**src/sv/dprt_pkg.sv**
```systemverilog
// ----------------------------------------------------------------------------
// dprt_pkg
// Types, codes and fixed tables of the device permission rule table.
// ----------------------------------------------------------------------------
package dprt_pkg;

  localparam logic [31:0] MINOR_MASK = 32'h000F_FFFF;

  localparam logic [1:0] GRAN_ALL   = 2'd0;
  localparam logic [1:0] GRAN_MAJOR = 2'd1;
  localparam logic [1:0] GRAN_MINOR = 2'd2;

  localparam logic [1:0] ST_OK     = 2'd0;
  localparam logic [1:0] ST_DENY   = 2'd1;
  localparam logic [1:0] ST_NORULE = 2'd2;
  localparam logic [1:0] ST_FULL   = 2'd3;

  typedef enum logic [1:0] {
    OP_CHECK = 2'd0,
    OP_SET   = 2'd1,
    OP_CLEAN = 2'd2,
    OP_NONE  = 2'd3
  } dprt_op_t;

  typedef struct packed {
    logic [1:0]  operation;
    logic [31:0] env_id;
    logic        dev_kind;
    logic [31:0] device_number;
    logic [1:0]  rule_granularity;
    logic [7:0]  rule_mask;
    logic [2:0]  req_mode;
    logic        use_defaults;
  } dprt_in_t;

  typedef struct packed {
    logic [1:0] status;
    logic [7:0] matched_mask;
  } dprt_out_t;

  typedef struct packed {
    logic        valid;
    logic [31:0] env;
    logic [31:0] dev;
    logic [7:0]  mask;
    logic [1:0]  gran;
    logic        kind;
  } dprt_entry_t;

  typedef enum logic [2:0] {
    S_INIT, S_IDLE, S_SCAN, S_DRAIN, S_COMMIT, S_RESP
  } dprt_state_t;

  typedef struct packed {
    logic init_wr;
    logic load;
    logic rd_en;
    logic commit;
  } dprt_cmd_t;

  typedef struct packed {
    logic is_set;
  } dprt_stat_t;

  function automatic logic [7:0] mode_to_mask(input logic [2:0] mode);
    return {4'd0, mode[2], mode[0], mode[1], 1'b0};
  endfunction

  function automatic logic [31:0] mkdev(input logic [11:0] ma, input logic [19:0] mi);
    return {ma, mi};
  endfunction

  // fixed char-device defaults
  function automatic logic [7:0] default_mask(input logic [31:0] dev);
    logic [11:0] ma;
    ma = dev[31:20];
    if (dev == mkdev(12'd1, 20'd3) || dev == mkdev(12'd1, 20'd5) ||
        dev == mkdev(12'd1, 20'd7) || dev == mkdev(12'd5, 20'd0) ||
        dev == mkdev(12'd5, 20'd2))
      return 8'd6;
    if (dev == mkdev(12'd1, 20'd8) || dev == mkdev(12'd1, 20'd9))
      return 8'd4;
    if (ma == 12'd128 || ma == 12'd136 || ma == 12'd2 || ma == 12'd3)
      return 8'd6;
    return 8'd0;
  endfunction

endpackage

```
**src/sv/dprt_ctrl.sv**
```systemverilog
// ----------------------------------------------------------------------------
// dprt_ctrl
// Sequencer: reset fill pass, table scan, commit and response handshake.
// ----------------------------------------------------------------------------
module dprt_ctrl import dprt_pkg::*; #(
  parameter int RULE_ENTRIES = 64
) (
  input  logic                            clk,
  input  logic                            rst,
  input  logic                            in_valid,
  output logic                            in_stall,
  output logic                            out_valid,
  input  logic                            out_stall,
  input  dprt_stat_t                      stat,
  output dprt_cmd_t                       cmd,
  output logic [$clog2(RULE_ENTRIES)-1:0] idx
);
  localparam int IW = $clog2(RULE_ENTRIES);

  dprt_state_t state, state_next;
  logic [IW-1:0] idx_next;
  logic last;

  assign last = (idx == IW'(RULE_ENTRIES - 1));

  always_ff @(posedge clk) begin
    if (rst) begin
      state <= S_INIT;
      idx   <= '0;
    end else begin
      state <= state_next;
      idx   <= idx_next;
    end
  end

  always_comb begin
    state_next = state;
    idx_next   = idx;
    cmd        = '0;
    in_stall   = 1'b1;
    out_valid  = 1'b0;
    unique case (state)
      S_INIT: begin
        cmd.init_wr = 1'b1;
        idx_next    = last ? '0 : idx + 1'b1;
        if (last) state_next = S_IDLE;
      end
      S_IDLE: begin
        in_stall = 1'b0;
        if (in_valid) begin
          cmd.load   = 1'b1;
          idx_next   = '0;
          state_next = S_SCAN;
        end
      end
      S_SCAN: begin
        cmd.rd_en = 1'b1;
        idx_next  = last ? '0 : idx + 1'b1;
        if (last) state_next = S_DRAIN;
      end
      S_DRAIN: state_next = S_COMMIT;
      S_COMMIT: begin
        cmd.commit = stat.is_set || 1'b1;
        state_next = S_RESP;
      end
      S_RESP: begin
        out_valid = 1'b1;
        if (!out_stall) state_next = S_IDLE;
      end
      default: state_next = S_IDLE;
    endcase
  end

endmodule

```
**config.mk**
```make
export PLATFORM = sky130hd
export DESIGN_NAME = dprt_ctrl
export DESIGN_NICKNAME = d
export VERILOG_FILES = /design/src/sv/dprt_pkg.sv /design/src/sv/dprt_ctrl.sv
export SDC_FILE = /design/constraint.sdc
export NUM_CORES = 1
export LEC_CHECK = 0
export BUFFER_PORTS_ARGS = -buffer_cell sky130_fd_sc_hd__buf_2
export CAP_MARGIN = 20
export CORE_AREA = 8 8 45 47
export CTS_CLUSTER_DIAMETER = 50
export DETAILED_ROUTE_END_ITERATION = 10
export DIE_AREA = 0 0 53 55
export PLACE_DENSITY_LB_ADDON = 0.1
export SYNTH_ARGS = -nofsm -noshare
export SYNTH_HDL_FRONTEND = slang
export SYNTH_SLANG_ARGS = --single-unit
```
**constraint.sdc**
```tcl
create_clock -name clk -period 4.1 [get_ports clk]
set_clock_uncertainty 0.15 [all_clocks]
set_input_delay 0.82 -clock clk [delete_from_list [all_inputs] [get_ports clk]]
set_output_delay 0.82 -clock clk [all_outputs]
set_load 0.03 [all_outputs]
```
* After elaboration in Yosys (flattened, before gate mapping) *
Index checks and enable logic that the tools add are counted.

word-level totals
  register bits after elaboration = 9
  output and inout port bits = 12
  word-level logic and storage cells = 33

operators by class
  add/subtract/negate cells = 1
  equal/unequal tests = 10
  multiplexer cells = 15
  reduce and logical (&&, ||, !) cells = 5

operators by type and width
  kind                 number
  $pmux 3 s6           1
  $mux 3               4
  $mux 6               2
  $pmux 6 s2           1
  $ne 2x2->1 const B   4
  $mux 1               7
  $add 6x1->6 const B  1
  $eq 3x2->1 const B   2
  $eq 3x3->1 const B   2
  $eq 6x6->1 const B   1
  $reduce_and 4->1     1
  $eq 3x1->1 const B   1
  $logic_not 3->1      1
  $reduce_and 2->1     1
  $reduce_bool 2->1    1
  $reduce_or 2->1      1

* Logic depth before layout (Yosys ltp) *
  depth after elaboration = 4
  mapped depth = 5
  mapped depth without buffers = 5

* Worst setup path after synthesis *
Ideal clock, no wire load.

  path type = reg-to-output
  from = reg state[0]
  to = out cmd[2] in the netlist's numbering
  arrival time = 1.510 ns
  setup slack = 1.620 ns
  cell stages (with the launch flop) = 5
  path through = dfxtp_1 > buf_6 > inv_2 > or3_1 > nor2_1

RTL lines
  what                    line             text
  start, declared         dprt_ctrl.sv:20  dprt_state_t state, state_next;
  start signal, assigned  dprt_ctrl.sv:31  state <= state_next;
  end, declared           dprt_ctrl.sv:15  output dprt_cmd_t cmd,

==> flow_summary_export.csv <==
group,metric,value,unit
clocking,post_cts_resized,0,
power,total_power,0.000179,W
global_route,grtUsageTotal,0.0839,
floorplanning,die_h,55,um
sta,tightest_slew,0.404,ns
synth,synth.avg_cell_area,8.58,um^2
placement,io_buffers,15,
clocking,htreeDepth,1,
worst_setup_path,critical_path_class,"reg2out",
run,max-cap-violations,0,
sta,period_needed,2.56,ns
layout,num-nets-final,80,
status,outcome,"finished, final reports clean",
synth,ys_types,30,
synth,yosys_warnings,0,
clocking,numCtsBuffers,3,
synth,synthCells,57,
worst_setup_path,cp_data_required_time,3.13,ns
global_route,grt_max_degree,15,
routing,remaining_drc_errors,0,
worst_setup_path,worst_ep_arrival_time,1.59,ns
layout,drive_above_1_share,0.329,
clocking,postCtsSetupRepairBufs,0,
routing,vias,471,
floorplanning,boundaryPins,17,
power,power_density,306,nW/um^2
clocking,cts_hold_buf,0,
routing,dr.pass1.iters,2,
sta,rsz0062_at_grt,"false",
routing,postRouteAntennaNets,0,
clocking,cts.sinks,9,
sta,fin_crit_sh,0.625,
routing,routedWlPerCell,12.1,um
layout,final_common_cell,"buf_2",
clocking,insertion_delay,0.26,ns
global_route,grt_pass1_wl,1760,um
placement,gp_congestion,0.703,
sta,setup_viol,0,
clocking,clkSlewWorstSetupHoldPaths,0.06,ns
synth,syn-cell-area,489,um^2
sta,fmax,0.391,GHz
clocking,root_buffer,"clkbuf_4",
worst_hold_path,hold_class,"reg2reg",
synth,synth_nets,63,
layout,n_antenna_cell,0,
clocking,clock_path_buffers,2,
floorplanning,die_area,2920,um^2
sta,slew_violations,0,
floorplanning,start_util,0.354,
worst_setup_path,endpoint_kind,"output pin",
synth,synth_top_area_frac,0.368,
layout,final_cell_mix,"15 x buf_2, 9 x dfxtp_1, 6 x nor3_1",
global_route,gr-total-overflow,0,
clocking,cts_tree,"done",
synth,yosys.area.top_type,"dfxtp_1",
synth,yosysSeqAreaShare,0.368,
synth,ys_ff_latch,9,
floorplanning,core_area,1380,um^2
routing,routed_wirelength,1080,um
layout,area_delta_synth_final,19.9,%
power,p_leak,0.251,nW
worst_setup_path,path_max_fanout,12,
routing,drt_iter0_drc,3,
synth,synth.area.top_cells,"dfxtp_1 37%, nor3_1 6.1%, a311oi_1 5.4%, mux2_2 4.6%, or3_1 3.8%",
worst_setup_path,start_kind,"flip-flop",
floorplanning,rows,14,
routing,vias_per_cell,5.29,
sta,slew_headroom,0.730,
sta,timing_hold_violations_final,0,
global_route,grt_pass1_vias,419,
power,ir_drop,0.000180,V
global_route,antenna_found_initial,0,
sta,tns,0,ns
floorplanning,die_x,53,um
## power by group
| group | internal (W) | total (W) | switching (W) | leakage [nW] |
|---|---|---|---|---|
| Sequential | 0.0000901 | 0.0000939 | 0.00000386 | 0.0731 |
| Combinational | 0.00000658 | 0.0000171 | 0.0000106 | 0.163 |
| Clock | 0.0000375 | 0.0000684 | 0.0000309 | 0.0150 |
## cell type report
cell class / instances / area [um^2]
repair buffers: 15 / 75.1
clock buffers: 4 / 26.3
flip-flops and latches: 9 / 180
well taps: 16 / 20.0
inverters: 3 / 11.3
multi-input cells: 42 / 274
fillers: 154 / 797
## kinds of logic (layout without fill, tap and decap cells)
| logic type | Yosys count | in the layout | share of synthesized area |
|---|---|---|---|
| AO/OA/AOI/OAI | 14 | 14 | 0.212 |
| AND/OR/NAND/NOR | 25 | 25 | 0.276 |
| adder cells (fa/ha/maj) | 1 | 1 | 0.0256 |
| flip-flops | 9 | 9 | 0.368 |
| multiplexers | 2 | 2 | 0.0460 |
| buffers and inverters | 6 | 22 | 0.0716 |
## synth_stat cells, drive strengths merged
cell,n
and3,2
inv,3
or3,3
a41oi,1
ha,1
a31oi,1
nand2,2
nand2b,1
mux2,2
a22o,1
a311oi,3
nor3,6
a21oi,3
nand3,3
nor2,5
o211ai,1
or4,2
dfxtp,9
or2b,1
o21ai,2
a31o,1
a211o,1
buf,3
## sequential cells by signal (all words and copies together), names as in the netlist
register,flops
idx,6
state,3
## metrics by stage
| step | utilization | hold WS [ns] | cell area, um^2 | instances | setup WS, ns |
|---|---|---|---|---|---|
| final | 0.424 | 0.397 | 587 | 89 | 1.54 |
| after global routing | 0.424 | 0.434 | 587 | 89 | 1.44 |
| after CTS | 0.424 | 0.393 | 587 | 89 | 1.53 |
| after detailed placement | 0.405 | 0.379 | 561 | 85 | 1.84 |
| after global placement | 0.405 | 0.385 | 561 | 85 | 1.82 |
| after floorplan | - | 0.426 | 489 | 57 | 1.62 |
## worst max-delay path, stage by stage, from the launching register on
cell	delay, ns
dfxtp_1	0.56
inv_2	0.08
or3_1	0.39
nor2_1	0.09
buf_2	0.20
## routing by layer
layer  vias to the layer above  GRT usage  part of all wire
met3                         2     0.0561             0.077
met5                         -          0                 0
met4                         0     0.0259            0.0074
met2                         9      0.129              0.46
li1                        248          -                 -
met1                       212     0.0920              0.45
## final timing paths
path            end     start  cells after the start  slack (ns)
max reg2reg  idx[5]    idx[0]                      5        2.44
max          cmd[2]  state[0]                      4        1.54
min reg2reg  idx[5]    idx[5]                      1        0.40
min          idx[5]    idx[5]                      1        0.40
(Power assumes the default switching activity.)
